$ cat config.mk
export PLATFORM = sky130hd
export DESIGN_NAME = sliding_hamming_distance_sum
export DESIGN_NICKNAME = d
export VERILOG_FILES = /design/src/hw/rtl/shds_pkg.sv /design/src/hw/rtl/shds_cell.sv /design/src/hw/rtl/shds_chain.sv /design/src/hw/rtl/sliding_hamming_distance_sum.sv
export VERILOG_INCLUDE_DIRS = /design/src /design/src/hw/rtl
export SDC_FILE = /design/constraint.sdc
export NUM_CORES = 1
export LEC_CHECK = 0
export ABC_AREA = 1
export BUFFER_PORTS_ARGS = -buffer_cell sky130_fd_sc_hd__buf_2
export CAP_MARGIN = 20
export CORE_UTILIZATION = 46
export CTS_CLUSTER_DIAMETER = 200
export DETAILED_ROUTE_END_ITERATION = 10
export SLEW_MARGIN = 20
export SYNTH_ARGS = -nofsm -noshare
export SYNTH_HDL_FRONTEND = slang
export SYNTH_SLANG_ARGS = --single-unit
$ cat constraint.sdc
create_clock -name clock -period 54 [get_ports clock]
set_input_delay 5.4 -clock clock [delete_from_list [all_inputs] [get_ports clock]]
set_output_delay 5.4 -clock clock [all_outputs]
set_load 0.05 [all_outputs]
$ cat src/hw/rtl/sliding_hamming_distance_sum_defines.svh
// Assertion macros for the sliding Hamming distance sum block
`ifndef SLIDING_HAMMING_DISTANCE_SUM_DEFINES_SVH
`define SLIDING_HAMMING_DISTANCE_SUM_DEFINES_SVH

`ifndef ASSERT_OFF

`define SHDS_ASSERT_IMP(lbl, clk, rst, ante, cons) \
   lbl: assert property (@(posedge clk) disable iff (rst) (ante) |-> (cons)) \
      else $error("assertion failed: same-cycle implication");

`define SHDS_ASSERT_NXT(lbl, clk, rst, ante, cons) \
   lbl: assert property (@(posedge clk) disable iff (rst) (ante) |=> (cons)) \
      else $error("assertion failed: next-cycle implication");

`else

`define SHDS_ASSERT_IMP(lbl, clk, rst, ante, cons)

`define SHDS_ASSERT_NXT(lbl, clk, rst, ante, cons)

`endif

`endif

$ cat src/hw/rtl/shds_pkg.sv
// Shared types and constants for the sliding Hamming distance sum block
package shds_pkg;

   localparam int DEF_MAX_PATTERN = 64;
   localparam int DEF_MAX_LONG    = 4096;
   localparam int DEF_SYMBOL_BITS = 4;

   localparam int SYMBOL_W = 4;
   localparam int TOTAL_W  = 19;
   localparam logic [TOTAL_W-1:0] TOTAL_MAX = {TOTAL_W{1'b1}};

   localparam logic MODE_PATTERN = 1'b0;
   localparam logic MODE_LONG    = 1'b1;

   typedef struct packed {
      logic                mode;
      logic [SYMBOL_W-1:0] symbol;
      logic                last;
   } req_type;

   typedef struct packed {
      logic [TOTAL_W-1:0] total_distance;
      logic               too_short;
   } rsp_type;

   // step: a long-read symbol is scored and counts move up the row; load: a pattern symbol shifts in
   typedef struct packed {
      logic step;
      logic load;
   } cell_ctrl_type;

endpackage

$ cat src/hw/rtl/shds_cell.sv
// One cell of the row: a pattern symbol and a partial mismatch count
module shds_cell
   import shds_pkg::*;
#(
   parameter int SYM_W = DEF_SYMBOL_BITS,
   parameter int CNT_W = 7
) (
   input  logic              clock,
   input  cell_ctrl_type     ctrl,
   input  logic              on,
   input  logic [SYM_W-1:0]  sym,
   input  logic [SYM_W-1:0]  pat_in,
   output logic [SYM_W-1:0]  pat_out,
   input  logic [CNT_W-1:0]  acc_in,
   output logic [CNT_W-1:0]  acc_out
);

   logic [SYM_W-1:0] pat_ff;
   logic [CNT_W-1:0] acc_ff;
   logic [CNT_W-1:0] acc_in_sum;
   logic             miss;

   assign miss       = on && (pat_ff != sym);
   assign acc_in_sum = acc_in + CNT_W'(miss);

   always_ff @(posedge clock) begin
      if (ctrl.load) begin
         pat_ff <= pat_in;
      end
      if (ctrl.step) begin
         acc_ff <= acc_in_sum;
      end
   end

   assign pat_out = pat_ff;
   assign acc_out = acc_ff;

endmodule

$ cat src/hw/rtl/shds_chain.sv
// Row of cells: pattern held right-aligned, partial counts flow upwards
module shds_chain
   import shds_pkg::*;
#(
   parameter int MAX_PATTERN = DEF_MAX_PATTERN,
   parameter int SYM_W       = DEF_SYMBOL_BITS,
   parameter int LEN_W       = $clog2(MAX_PATTERN + 1),
   parameter int CNT_W       = $clog2(MAX_PATTERN + 1)
) (
   input  logic              clock,
   input  cell_ctrl_type     ctrl,
   input  logic [LEN_W-1:0]  pat_len,
   input  logic [SYM_W-1:0]  sym,
   output logic [CNT_W-1:0]  score
);

   logic [SYM_W-1:0] pat_q [MAX_PATTERN];
   logic [CNT_W-1:0] acc_q [MAX_PATTERN];
   logic             on    [MAX_PATTERN];

   genvar j;
   generate
      for (j = 0; j < MAX_PATTERN; j++) begin : g_cell
         logic [SYM_W-1:0] pat_src;
         logic [CNT_W-1:0] acc_src;

         // cell j holds pattern element j - (MAX_PATTERN - len) when active
         assign on[j] = pat_len >= LEN_W'(MAX_PATTERN - j);

         if (j == MAX_PATTERN - 1) begin : g_top
            assign pat_src = sym;
         end else begin : g_mid
            assign pat_src = pat_q[j+1];
         end

         // a window starts fresh in the lowest active cell
         if (j == 0) begin : g_first
            assign acc_src = '0;
         end else begin : g_rest
            assign acc_src = on[j-1] ? acc_q[j-1] : '0;
         end

         shds_cell #(
            .SYM_W (SYM_W),
            .CNT_W (CNT_W)
         ) u_cell (
            .clock   (clock),
            .ctrl    (ctrl),
            .on      (on[j]),
            .sym     (sym),
            .pat_in  (pat_src),
            .pat_out (pat_q[j]),
            .acc_in  (acc_src),
            .acc_out (acc_q[j])
         );
      end
   endgenerate

   assign score = on[MAX_PATTERN-1] ? acc_q[MAX_PATTERN-1] : '0;

endmodule

$ cat src/hw/rtl/sliding_hamming_distance_sum.sv
// Top level: sliding-window Hamming distance sum over a row of cells
//
//  port group   dir  handshake           payload
//  req_data     in   start & !busy       req_type  (mode, symbol, last)
//  rsp_data     out  rsp_strobe, 1 cycle rsp_type  (total_distance, too_short)
//
// One item per clock; busy stays low. Each long-read symbol is broadcast to
// every cell at once and each cell adds its mismatch to the count from the
// cell below, so a window score leaves the top cell in the cycle after the
// symbol. The running total is updated in the cycle after that; the last
// long-read item sets last_ff, which registers the result. Synchronous reset
// clears lengths, counts and the total; the receiver cannot stall the result.
module sliding_hamming_distance_sum
   import shds_pkg::*;
#(
   parameter int MAX_PATTERN = DEF_MAX_PATTERN,
   parameter int MAX_LONG    = DEF_MAX_LONG,
   parameter int SYMBOL_BITS = DEF_SYMBOL_BITS
) (
   input  logic    clock,
   input  logic    reset,
   input  logic    start,
   output logic    busy,
   input  req_type req_data,
   output logic    rsp_strobe,
   output rsp_type rsp_data
);

`include "sliding_hamming_distance_sum_defines.svh"

   localparam int LEN_W  = $clog2(MAX_PATTERN + 1);
   localparam int CNT_W  = $clog2(MAX_PATTERN + 1);
   localparam int LONG_W = $clog2(MAX_LONG + 1);
   localparam int CMP_W  = (LONG_W > LEN_W) ? LONG_W : LEN_W;

   logic [SYMBOL_BITS-1:0] sym;
   logic                   accept;
   logic                   is_pat;
   logic                   is_long;
   logic                   new_pat;
   logic [LEN_W-1:0]       len_base;
   logic [LEN_W-1:0]       pat_len_in;
   logic [LONG_W-1:0]      long_count_in;
   logic                   cnt_ge;
   logic [CNT_W-1:0]       score;
   logic [TOTAL_W:0]       sum_wide;
   logic [TOTAL_W-1:0]     total_in;
   cell_ctrl_type          ctrl;

   logic [LEN_W-1:0]       pat_len_ff;
   logic                   pat_done_ff;
   logic [LONG_W-1:0]      long_count_ff;
   logic [TOTAL_W-1:0]     total_ff;
   logic                   score_valid_ff;
   logic                   last_ff;
   logic                   short_ff;
   logic                   rsp_strobe_ff;
   rsp_type                rsp_ff;

   generate
      if (SYMBOL_BITS <= SYMBOL_W) begin : g_sym_narrow
         assign sym = req_data.symbol[SYMBOL_BITS-1:0];
      end else begin : g_sym_wide
         assign sym = {{(SYMBOL_BITS - SYMBOL_W){1'b0}}, req_data.symbol};
      end
   endgenerate

   assign busy    = 1'b0;
   assign accept  = start && !busy;
   assign is_pat  = accept && (req_data.mode == MODE_PATTERN);
   assign is_long = accept && (req_data.mode == MODE_LONG);
   assign new_pat = is_pat && pat_done_ff;

   // pattern elements beyond the row are dropped, the last mark still counts
   assign len_base   = new_pat ? '0 : pat_len_ff;
   assign ctrl.load  = is_pat && (len_base < LEN_W'(MAX_PATTERN));
   assign pat_len_in = ctrl.load ? len_base + LEN_W'(1) : len_base;

   assign ctrl.step     = is_long && (long_count_ff < LONG_W'(MAX_LONG));
   assign long_count_in = ctrl.step ? long_count_ff + LONG_W'(1) : long_count_ff;
   assign cnt_ge        = CMP_W'(long_count_in) >= CMP_W'(pat_len_ff);

   shds_chain #(
      .MAX_PATTERN (MAX_PATTERN),
      .SYM_W       (SYMBOL_BITS),
      .LEN_W       (LEN_W),
      .CNT_W       (CNT_W)
   ) u_chain (
      .clock   (clock),
      .ctrl    (ctrl),
      .pat_len (pat_len_ff),
      .sym     (sym),
      .score   (score)
   );

   // score is the top cell's count for the transaction held in the score stage
   assign sum_wide = {1'b0, total_ff}
                   + (score_valid_ff ? (TOTAL_W+1)'(score) : '0);
   assign total_in = sum_wide[TOTAL_W] ? TOTAL_MAX : sum_wide[TOTAL_W-1:0];

   always_ff @(posedge clock) begin
      if (reset) begin
         pat_len_ff     <= '0;
         pat_done_ff    <= 1'b0;
         long_count_ff  <= '0;
         total_ff       <= '0;
         score_valid_ff <= 1'b0;
         last_ff        <= 1'b0;
         short_ff       <= 1'b0;
         rsp_strobe_ff  <= 1'b0;
      end else begin
         pat_len_ff     <= pat_len_in;
         score_valid_ff <= ctrl.step && cnt_ge;
         last_ff        <= is_long && req_data.last;
         short_ff       <= !cnt_ge;
         rsp_strobe_ff  <= last_ff;

         if (is_long) begin
            pat_done_ff <= 1'b1;
         end else if (is_pat) begin
            pat_done_ff <= req_data.last;
         end

         if (new_pat || (is_long && req_data.last)) begin
            long_count_ff <= '0;
         end else begin
            long_count_ff <= long_count_in;
         end

         if (new_pat || last_ff) begin
            total_ff <= '0;
         end else begin
            total_ff <= total_in;
         end
      end
   end

   always_ff @(posedge clock) begin
      if (last_ff) begin
         rsp_ff.total_distance <= short_ff ? '0 : total_in;
         rsp_ff.too_short      <= short_ff;
      end
   end

   assign rsp_strobe = rsp_strobe_ff;
   assign rsp_data   = rsp_ff;

   `SHDS_ASSERT_IMP(a_short_zero, clock, reset, rsp_strobe && rsp_data.too_short, rsp_data.total_distance == '0)
   `SHDS_ASSERT_NXT(a_last_emits, clock, reset, last_ff, rsp_strobe)
   `SHDS_ASSERT_NXT(a_no_spurious, clock, reset, !last_ff, !rsp_strobe)
   `SHDS_ASSERT_NXT(a_new_pat_clear, clock, reset, new_pat, long_count_ff == '0 && pat_len_ff == LEN_W'(1))

endmodule

* Word-level counts from Yosys, hierarchy flattened
Index checks and enable logic that the tools add are counted.
** Operators by class
- Bitwise operators :: 1
- Reductions and logical operators :: 77
- Add/subtract/negate cells :: 66
- Multiplexer cells :: 71
- $lt $le $gt $ge :: 67
- Eq/ne operators :: 64
** Operators with widths (number)
- 7-bit 2-to-1 mux :: 66
- 7-bit by 1-bit adder with 7-bit output :: 63
- 4-bit != test :: 64
- 7-bit by 6-bit >= comparator with 1-bit output (second input constant) :: 32
- 7-bit by 5-bit >= comparator with 1-bit output (second input constant) :: 16
- 1-bit logical AND :: 71
- 7-bit by 4-bit >= comparator with 1-bit output (second input constant) :: 8
- 7-bit by 3-bit >= comparator with 1-bit output (second input constant) :: 4
- 19-bit by 7-bit adder with 20-bit output :: 1
- 19-bit 2-to-1 mux :: 1
- 7-bit by 2-bit >= comparator with 1-bit output (second input constant) :: 2
- 13-bit by 1-bit adder with 13-bit output (second input constant) :: 1
- 13-bit by 7-bit >= comparator with 1-bit output :: 1
- 13-bit < comparator (second input constant) :: 1
- 13-bit 2-to-1 mux :: 1
- 7-bit by 1-bit adder with 7-bit output (second input constant) :: 1
- 7-bit by 1-bit >= comparator with 1-bit output (second input constant) :: 1
- 7-bit >= comparator (second input constant) :: 1
- 7-bit < comparator (second input constant) :: 1
- 2-bit OR reduction :: 2
- 1-bit 2-to-1 mux :: 3
- 1-bit logical OR :: 2
- 2-bit nonzero test :: 1
- 1-bit zero test :: 1
- 1-bit inverter :: 1
** Word-level totals
- Output and inout port bits :: 22
- Register bits after elaboration :: 762
- Logic and storage cells :: 484

* Logic depth before layout (Yosys ltp)
Gate-level depths: netlist (run 1).
- Depth in word-level cells :: 7
- Gate-level depth with buffers :: 18
- Mapped depth without buffers :: 17

* Modules after synthesis
Synthesis (run 1) repeated with hierarchy kept, for this count alone.
** Unflattened totals
- Cell total of the unflattened synthesis :: 4687
- Area total of the unflattened synthesis :: 41821.4 um^2
** Modules (own cells, without submodules)
- shds_cell :: area an instance 531.8 um^2, instances 64, sequential area each 330.3 um^2, cells each 51
- shds_chain :: area an instance 4206.5 um^2, instances 1, sequential area each 0.0 um^2, cells each 937
- sliding_hamming_distance_sum :: area an instance 3582.2 um^2, instances 1, sequential area each 1481.4 um^2, cells each 486

* Worst setup path before layout (run 1)
Ideal clock, no wire load.
- Path kind :: in2reg
- Start point :: input req_data[5] in the netlist's numbering
- End point :: register score_valid_ff
- Arrival time :: 25.498 ns
- Required time :: 53.847 ns
- Cell stages on the path :: 13
- Slack :: 28.349 ns
- Cells stage by stage :: nand2_1 nor2_1 nand2_1 xor2_1 ha_1 a21oi_1 nand2_1 nand2_1 nand2_1 nand2_1 a21oi_1 nor2_1 a21oi_1
** RTL lines
- start: declaration :: RTL line sliding_hamming_distance_sum.sv:24 : input req_type req_data,
- end signal: assignment :: RTL line sliding_hamming_distance_sum.sv:113 : score_valid_ff <= ctrl.step && cnt_ge;
- end: declaration :: RTL line sliding_hamming_distance_sum.sv:54 : logic score_valid_ff;

==> flow_summary.yaml, run 1 <==
status:
  outcome: "finished clean"
clock_tree:
  cts_resized: 0
  clk_latency_ns: 0.63
  numCtsBuffers: 82
  clock-root-buffer: "clkbuf_16"
  clk_pin_slew_worst_paths_ns: 0.06
  cts_hold_buf: 0
  tritoncts: "yes"
  clockBufferDepth: 3
  clock-sinks: 747
  htreeDepth: 3
  cts_setup_buffers: 0
finish:
  nFillCells: 6758
  finish.utilization_pct: 51.87
  diodes: 0
  syn_to_final_growth_pct: 11.47
  multiInputGateArea_mm2: 0.01239
  fin_nets: 3446
  drive_gt1_share_pct: 8.227
  ff_latch_area_mm2: 0.02199
critical_path:
  end_kind: "flop"
  crit_required_ns: 54.24
  r2r_slack_ns: 49.12
  reg2regPathDepth: 14
  startpoint_type: "primary input"
  rr_endpoint: "rsp_data[2]"
  worst-setup-path-type: "in -> reg"
  r2r-start: "pat_len_ff[6]"
  arrival_ns: 8.43
  worst-path-max-fanout: 79
grt:
  grt.overflow.total: 0
  grt_pass1_wl_um: 116000
  grt_pass1_vias: 22220
  grt_use_total_pct: 18.36
  grt_max_degree: 93
  antenna_found_initial: 0
logic_synthesis:
  syn_inst: 3213
  postSynthAreaPerCell_um2: 11.24
  synthesis.area_mm2: 0.03611
  yosys_warnings: 0
  ys_seq_area_share_pct: 60.90
  synth_fp_nets: 3364
  synth.distinct_cells: 40
  synth_ff_type: "edfxtp_1"
  ys_ff_latch: 747
  async_flop_share_pct: 0
  synth_edf_count: 703
floorplan:
  dieArea_mm2: 0.07962
  core-area_mm2: 0.07759
  ios: 31
  die_h_um: 282.2
  initial_core_util_pct: 46.53
  num_rows: 102
  die_w_um: 282.2
place:
  place_hpwl_um: 47410
  portBuffers: 29
  place.gp.congestion: 0.8530
timing:
  post-route-period-util_pct: 15.18
  fmax_ghz: 0.1220
  worst_slew_pin_slew_ns: 1.022
  max_slew_margin_pct: 31.64
  rsz0062_at_grt: "no"
  fin_crit_ns: 8.198
  finalSetupViolations: 0
  hold_violations: 0
  fin_setup_tns_ns: 0
  drv_slew: 0
  skew_ns: 0.02634
min_path:
  min_to: "u_chain.g_cell[0].u_cell.pat_out[0]"
  hold_depth: 0
  hp-start: "u_chain.g_cell[1].u_cell.pat_out[0]"
  hold_class: "reg -> reg"
detailed_routing:
  first_pass_iters: 6
  route.detailed.drc: 0
  avgViaCountPerCell: 5.093
  num_vias: 22390
  wire_per_inst_um: 16.23
  routed_wl_um: 71310
  detail-route-antenna-nets: 0
  drtIter0Drc: 1540
pwr:
  vdd.ir_drop.worst_v: 0.00002552
  power.density_mw_per_mm2: 31.54
  leakage_nw: 15.70
flow_run:
  cap_viol_max_count: 0
## worst max-delay path, stage by stage
cell and delay [ns]:
buf_2 0.13, nand2_1 0.12, nor2_4 0.10, buf_4 0.74, buf_4 0.91, buf_4 0.86
## per-layer routing
| metal | GRT usage (%) | part of all wire (%) | vias up |
|---|---|---|---|
| li1 | - | - | 10980 |
| met1 | 24.99 | 46 | 10870 |
| met2 | 30.16 | 47 | 425 |
| met3 | 3.188 | 4.5 | 115 |
| met4 | 5.198 | 2.1 | 0 |
| met5 | 0 | 0 | - |
## flip-flops by register name (all words and copies together), names as in the netlist
name,cells
u_chain.g_cell.u_cell.acc_out,427
u_chain.g_cell.u_cell.pat_out,256
rsp_data,20
total_ff,19
long_count_ff,13
pat_len_ff,7
last_ff,1
pat_done_ff,1
rsp_strobe,1
score_valid_ff,1
short_ff,1
## power by group
part	internal, W	switching [W]	total, W
Combinational	0.0000137	0.0000287	0.0000424
Sequential	0.000653	0.0000114	0.000664
Clock	0.000340	0.000223	0.000563
Total	0.00101	0.000263	0.00127
## stage by stage
| step | cell area [um2] | setup WS (ns) | cells | total power (W) | hold WS [ns] |
|---|---|---|---|---|---|
| floorplan | 36110 | 28.35 | 3213 | 0.0007151 | 0.4415 |
| global placement | 37500 | 45.18 | 4250 | 0.0007172 | 0.4517 |
| detailed placement | 37500 | 45.11 | 4250 | 0.0007186 | 0.4556 |
| CTS | 40220 | 45.76 | 4394 | 0.001285 | 0.4548 |
| global route | 40250 | 45.52 | 4395 | 0.001312 | 0.4679 |
| finish | 40250 | 45.80 | 4395 | 0.001270 | 0.4551 |
## cells in the final DEF (no fill, tap or decap), types with 2 or more instances in the layout
cell	n
nor4_1	2
o21ai_2	16
nor2_1	346
dfxtp_1	43
o21ai_4	2
o21ai_0	17
buf_2	25
ha_1	141
a41oi_1	40
inv_1	393
nand2_2	7
buf_4	18
edfxtp_1	703
a21oi_2	4
a22oi_1	20
inv_2	16
nor2_4	2
nor3_2	11
nand2_1	515
clkbuf_16	90
nand3_1	158
a31oi_1	21
o21ai_1	6
a21oi_1	52
nor3_1	58
xor2_1	159
clkinv_1	17
nand4_1	48
o21a_1	3
clkinv_2	12
nor2_2	8
clkbuf_1	11
and3_1	2
xnor2_1	317
clkbuf_8	5
or2_2	47
bufinv_16	7
## area by class of cell
cell class	instances	share of cell area [%]
Clock buffer	106	5.869
Inverter	410	3.842
Timing Repair Buffer	45	0.7429
Sequential cell	747	54.64
Clock inverter	38	0.8890
Tap cell	1040	3.233
Multi-Input combinational cell	2009	30.79
## synth_stat cells (2+ instances only)
library cell	n	area, um2
nand3_1	158	790.8
xor2_1	159	1393
o21ai_0	17	85.08
dfxtp_1	44	880.8
nand4_1	48	300.3
and3_1	2	12.51
o21a_1	3	22.52
o21ai_2	16	140.1
inv_2	16	60.06
o21ai_1	6	30.03
nand2_2	7	43.79
inv_1	394	1479
xnor2_1	317	2776
a21oi_1	52	260.3
clkbuf_1	27	101.4
edfxtp_1	703	21110
ha_1	141	1764
a21oi_2	4	35.03
a31oi_1	21	131.4
buf_1	8	30.03
o21ai_4	2	32.53
nor2_1	347	1303
nor4_1	2	12.51
buf_4	3	22.52
nor3_2	10	100.1
nand2_1	515	1933
nor2_2	8	50.05
a41oi_1	40	350.3
nor3_1	59	295.3
buf_2	9	45.04
a22oi_1	20	150.1
or2_2	47	294.0
## kinds of logic (layout without fill, tap and decap cells)
kind of cell | Yosys count | after routing | synth area share, %
flops | 747 | 747 | 60.90
simple gates | 1205 | 1205 | 14.27
xor+xnor | 476 | 476 | 11.55
compound gates | 185 | 185 | 3.514
fa+ha+maj | 142 | 142 | 4.941
buf+inv | 457 | 599 | 4.813
other cells | 1 | 1 | 0.01039
## worst max path at each step
stage / startpoint / depth (start not counted) / slack, ns / to
2_1_floorplan: req_data[5] / 13 / 28.35 / score_valid_ff
3_3_place_gp: start / 6 / 45.18 / u_chain.g_cell[13].u_cell.acc_out[4]
3_5_place_dp: start / 6 / 45.11 / u_chain.g_cell[13].u_cell.acc_out[2]
4_1_cts: start / 6 / 45.76 / u_chain.g_cell[9].u_cell.acc_out[1]
5_1_grt: start / 6 / 45.52 / u_chain.g_cell[9].u_cell.acc_out[6]
6_report: start / 6 / 45.80 / u_chain.g_cell[13].u_cell.acc_out[6]
(Power assumes the default switching activity.)
==> inputs of run 2 (changes only) <==
==> constraint.sdc (replaced) <==
create_clock -name clock -period 7.35 [get_ports clock]
set_input_delay 0.735 -clock clock [delete_from_list [all_inputs] [get_ports clock]]
set_output_delay 0.735 -clock clock [all_outputs]
set_load 0.05 [all_outputs]
==> run 2 against run 1 <==
Against the previous run:
- power rose to 7.4 times the previous value
- worst hold slack worse by 0.035 ns
- clock skew increased by 0.011 ns
- largest cell class unchanged
- largest power group unchanged
==> flow_summary.yaml, run 2 (synthesized netlist as in run 1, its figures left out) <==
flow_run:
  cap_viol_max_count: 0
detailed_routing:
  drtIter0Drc: 1309
  detail-route-antenna-nets: 0
  route.detailed.drc: 0
  wire_per_inst_um: 16.34
  first_pass_iters: 5
  num_vias: 22300
  avgViaCountPerCell: 5.074
  routed_wl_um: 71780
place:
  place_hpwl_um: 48710
  dp_cells: 4246
  portBuffers: 29
  place.gp.congestion: 0.8588
critical_path:
  worst-setup-path-type: "reg -> reg"
  arrival_ns: 4.80
  reg2regPathDepth: 14
  crit_required_ns: 7.72
  startpoint_type: "flop"
  end_kind: "flop"
  worst-path-max-fanout: 15
  r2r-start: "pat_len_ff[6]"
  rr_endpoint: "rsp_data[2]"
  r2r_slack_ns: 2.92
grt:
  grt_max_degree: 168
  grt.overflow.total: 0
  antenna_found_initial: 2
  grt_pass1_vias: 21970
  grt_use_total_pct: 18.27
  grt_pass1_wl_um: 115000
finish:
  final_cell_mix: "703 x edfxtp_1, 514 x nand2_1, 393 x inv_1"
  diodes: 0
  fin_cells: 4394
  fin_nets: 3441
  syn_to_final_growth_pct: 11.50
  largest_register_ff_count: 427
  final_common_cell: "edfxtp_1"
  nFillCells: 6815
  drive_gt1_share_pct: 8.110
timing:
  finalSetupViolations: 0
  post-route-period-util_pct: 60.28
  drv_slew: 0
  max_slew_margin_pct: 28.86
  fin_setup_tns_ns: 0
  fin_crit_ns: 4.430
  worst_slew_pin_slew_ns: 1.067
  hold_violations: 0
  rsz0062_at_grt: "no"
  fmax_ghz: 0.2257
  skew_ns: 0.03685
clock_tree:
  tritoncts: "yes"
  clock-sinks: 747
  clk_latency_ns: 0.62
  cts_hold_buf: 0
  htreeDepth: 3
  numCtsBuffers: 82
  clock-root-buffer: "clkbuf_16"
  cts_setup_buffers: 0
  clk_pin_slew_worst_paths_ns: 0.06
  clockBufferDepth: 3
  cts_resized: 0
min_path:
  hp-start: "start"
  hold_depth: 3
  hold_class: "in -> reg"
  min_to: "last_ff"
status:
  outcome: "finished clean"
floorplan:
  core-area_mm2: 0.07759
  dieArea_mm2: 0.07962
  initial_core_util_pct: 46.53
  ios: 31
  num_rows: 102
  die_w_um: 282.2
  die_h_um: 282.2
pwr:
  leakage_nw: 15.68
  vdd.ir_drop.worst_v: 0.0002011
  power.total_w: 0.009389
  power.density_mw_per_mm2: 233.2
run 2: cell count changes in the layout (fill, tap and decap cells not counted), sizes merged:
cell	previous run	this run
buf	45	40
clkinvlp	1	3
inv	410	411
clkbuf	106	102
bufinv	7	12
run 2: worst max-delay path by stage:
stage / start / end / slack, ns / cells past startpoint
global route: pat_len_ff[6] / rsp_data[1] / 2.50 / 14
CTS: pat_len_ff[6] / rsp_data[1] / 2.94 / 14
finish: pat_len_ff[6] / rsp_data[2] / 2.92 / 14
floorplan: req_data[5] / score_valid_ff / -1.18 / 13
detailed placement: pat_len_ff[6] / rsp_data[1] / 2.94 / 14
global placement: pat_len_ff[6] / rsp_data[1] / 3.13 / 14
run 2: report_power, final:
part | internal (W) | switching (W) | total [W]
sequential | 0.00479 | 0.0000847 | 0.00488
clock | 0.00255 | 0.00165 | 0.00420
combinational | 0.0000996 | 0.000209 | 0.000309
run 2: per-stage QoR:
step	utilization (%)	hold WS (ns)	cell area, um2	setup WS (ns)
floorplan	-	0.4415	36130	-1.182
global placement	48.34	0.4485	37510	3.132
finish	51.89	0.4199	40260	2.920
global route	51.89	0.4056	40260	2.499
CTS	51.89	0.3808	40260	2.940
detailed placement	48.34	0.4560	37510	2.935
run 2: cell type report:
type	instances	area, um2	area share [%]
clock buffers	102	2211	5.491
clock inverters	46	539.3	1.339
inverters	410	1546	3.841
multi-input cells	2009	12410	30.82
flip-flops and latches	747	21990	54.62
well taps	1040	1301	3.232
repair buffers	40	262.8	0.6526
run 2: metal layers:
layer | vias to the layer above | track usage (%) | wire length (um)
met5 | - | 0 | 0
met4 | 0 | 4.962 | 1577
met3 | 114 | 2.800 | 2606
met2 | 354 | 30.57 | 34340
met1 | 10860 | 24.73 | 33260
li1 | 10970 | - | -
run 2: worst max-delay path, stage by stage (launching register included):
cell     delay, ns
dfxtp_1       0.47
nor2_2        0.65
nand2_2       0.36
o21ai_1       0.58
nor2_1        0.09
ha_1          0.37
a21oi_1       0.22
nor2_1        0.09
o21ai_0       0.17
nand2_1       0.11
nand2_1       0.40
inv_1         0.21
or2_2         0.33
nand2_1       0.07
inv_1         0.04
==> inputs of run 3 (changes only) <==
==> constraint.sdc (replaced) <==
create_clock -name clock -period 4.2 [get_ports clock]
set_input_delay 0.42 -clock clock [delete_from_list [all_inputs] [get_ports clock]]
set_output_delay 0.42 -clock clock [all_outputs]
set_load 0.05 [all_outputs]
==> run 3 against run 2 <==
Against the previous run:
- cell area grew 0.53%
- global-route usage grew 0.47 points
- fmax grew 26%
- die area is the same
- via count grew 0.13%
- sequential cell count is the same
- setup slack lost 2.2 ns
- sequential share of layout area shrank 0.29 points
- worst hold slack lost 0.29 ns
- utilization grew 0.27 points
- sequential power grew 75%
- largest cell class unchanged
==> flow_summary.yaml, run 3 (synthesized netlist as in run 1, its figures left out) <==
timing:
  skew_ns: 0.02130
  post-route-period-util_pct: 83.75
  hold_violations: 0
  finalSetupViolations: 0
  drv_slew: 0
  fmax_ghz: 0.2843
  setup_ws_ns: 0.6825
  fin_crit_ns: 3.518
  hold_ws_ns: 0.1265
  max_slew_margin_pct: 26.22
  rsz0062_at_grt: "no"
  worst_slew_pin_slew_ns: 1.103
critical_path:
  r2r_slack_ns: 0.68
  cpMostUsedCell: "nand2_1"
  crit_required_ns: 4.58
  startpoint_type: "flop"
  worstPathCellList: "nor2_1 > nand2_2 > o21ai_1 > nor2_1 > ha_1 > fa_1 > nand2_1 > nand3_1 > nand3_1 > nand2_1 > nand2_1 > nand2_1 > nand3_1 > nand3_1 > nand2_1 > inv_1"
  arrival_ns: 3.89
  rr_endpoint: "rsp_data[19]"
  r2r-start: "pat_len_ff[3]"
  crit_buf_inv: 1
  reg2regPathDepth: 16
  worst-setup-path-type: "reg -> reg"
  end_kind: "flop"
  critPathSlowestCell: "o21ai_1"
  cp_top_family: "simple AND/OR/NAND/NOR gates"
  cp_slowest_stage_delay_ns: 0.52
  worst-path-max-fanout: 14
place:
  portBuffers: 29
  dp_slack_ns: 0.6741
  place.gp.congestion: 0.8602
  place_hpwl_um: 49940
clock_tree:
  tritoncts: "yes"
  clockBufferDepth: 3
  clock-sinks: 747
  htreeDepth: 3
  numCtsBuffers: 83
  cts_setup_buffers: 0
  clk_latency_ns: 0.62
  cts_hold_buf: 0
  clock-root-buffer: "clkbuf_16"
  clk_pin_slew_worst_paths_ns: 0.06
  cts_resized: 0
detailed_routing:
  detail-route-antenna-nets: 0
  drtIter0Drc: 1656
  route.detailed.drc: 0
  routed_wl_um: 73940
  avgViaCountPerCell: 5.062
  wire_per_inst_um: 16.77
  first_pass_iters: 5
  num_vias: 22330
pwr:
  leakage_nw: 15.78
  power.density_mw_per_mm2: 405.5
  vdd.ir_drop.worst_v: 0.0003637
grt:
  grt.overflow.total: 0
  grt_pass1_vias: 21750
  grt_max_degree: 196
  antenna_found_initial: 2
  grt_use_total_pct: 18.74
  grt_pass1_wl_um: 117200
status:
  outcome: "finished clean"
floorplan:
  num_rows: 102
  ios: 31
  core-area_mm2: 0.07759
  initial_core_util_pct: 46.53
  die_h_um: 282.2
  die_w_um: 282.2
  dieArea_mm2: 0.07962
finish:
  final_cell_mix: "703 x edfxtp_1, 511 x nand2_1, 392 x inv_1"
  final_common_cell: "edfxtp_1"
  syn_to_final_growth_pct: 12.09
  drive_gt1_share_pct: 8.754
  diodes: 0
  fin_nets: 3460
  largest_register_ff_count: 427
  nFillCells: 6813
min_path:
  hold_depth: 3
  min_to: "last_ff"
  hp-start: "req_data[5]"
  hold_class: "in -> reg"
flow_run:
  cap_viol_max_count: 0
[run 3: worst max-delay path by stage]
stage                                                      end  cells past startpoint  slack, ns     startpoint
after floorplan                                 score_valid_ff                     13      -4.02    req_data[5]
after global placement                            rsp_data[19]                     16       0.75  pat_len_ff[2]
after detailed placement                          rsp_data[19]                     16       0.67  pat_len_ff[2]
after CTS                                         rsp_data[19]                     16       0.66  pat_len_ff[2]
after global routing      u_chain.g_cell[33].u_cell.acc_out[6]                     13       0.32  pat_len_ff[2]
final                                             rsp_data[19]                     16       0.68  pat_len_ff[3]
[run 3: layer usage]
layer	share of wire, %	GRT usage, %	vias up	routed length [um]
met4	2.2	4.712	0	1606
met1	48	26.83	10760	35190
met3	4.4	2.924	115	3252
li1	-	-	11020	-
met2	46	29.79	429	33890
met5	0	0	-	0
[run 3: area by class of cell]
| type | instances | area [um2] | area share, % |
|---|---|---|---|
| sequential | 747 | 21990 | 54.34 |
| multi-input combinational | 2009 | 12440 | 30.75 |
| clock buffer | 105 | 2263 | 5.592 |
| inverter | 410 | 1555 | 3.843 |
| tap | 1040 | 1301 | 3.215 |
| timing repair buffer | 58 | 460.4 | 1.138 |
| clock inverter | 41 | 456.7 | 1.128 |
[run 3: worst reg2reg max path: stages, from the launching register on]
cell and delay [ns]:
dfxtp_1 0.47, nor2_1 0.37, nand2_2 0.28, o21ai_1 0.53, nor2_1 0.10, ha_1 0.23, fa_1 0.38, nand2_1 0.10
nand3_1 0.12, nand3_1 0.10, nand2_1 0.11, nand2_1 0.11, nand2_1 0.09, nand3_1 0.08, nand3_1 0.09, nand2_1 0.07
inv_1 0.05
[run 3: power breakdown]
part	switching (W)	internal (W)	leakage, nW
clock	0.00289	0.00441	1.33
sequential	0.000154	0.00839	6.97
combinational	0.000378	0.000188	7.48
[run 3: metrics by stage]
stage	total power (W)	utilization (%)	cell area, um2	cells	TNS [ns]
6_report	0.01641	52.16	40470	4410	0
5_1_grt	0.01694	52.16	40470	4410	0
2_1_floorplan	0.009099	-	36180	3213	-1507.98
3_5_place_dp	0.009266	48.65	37750	4264	0
3_3_place_gp	0.009253	48.65	37750	4264	0
4_1_cts	0.01661	52.15	40470	4410	0
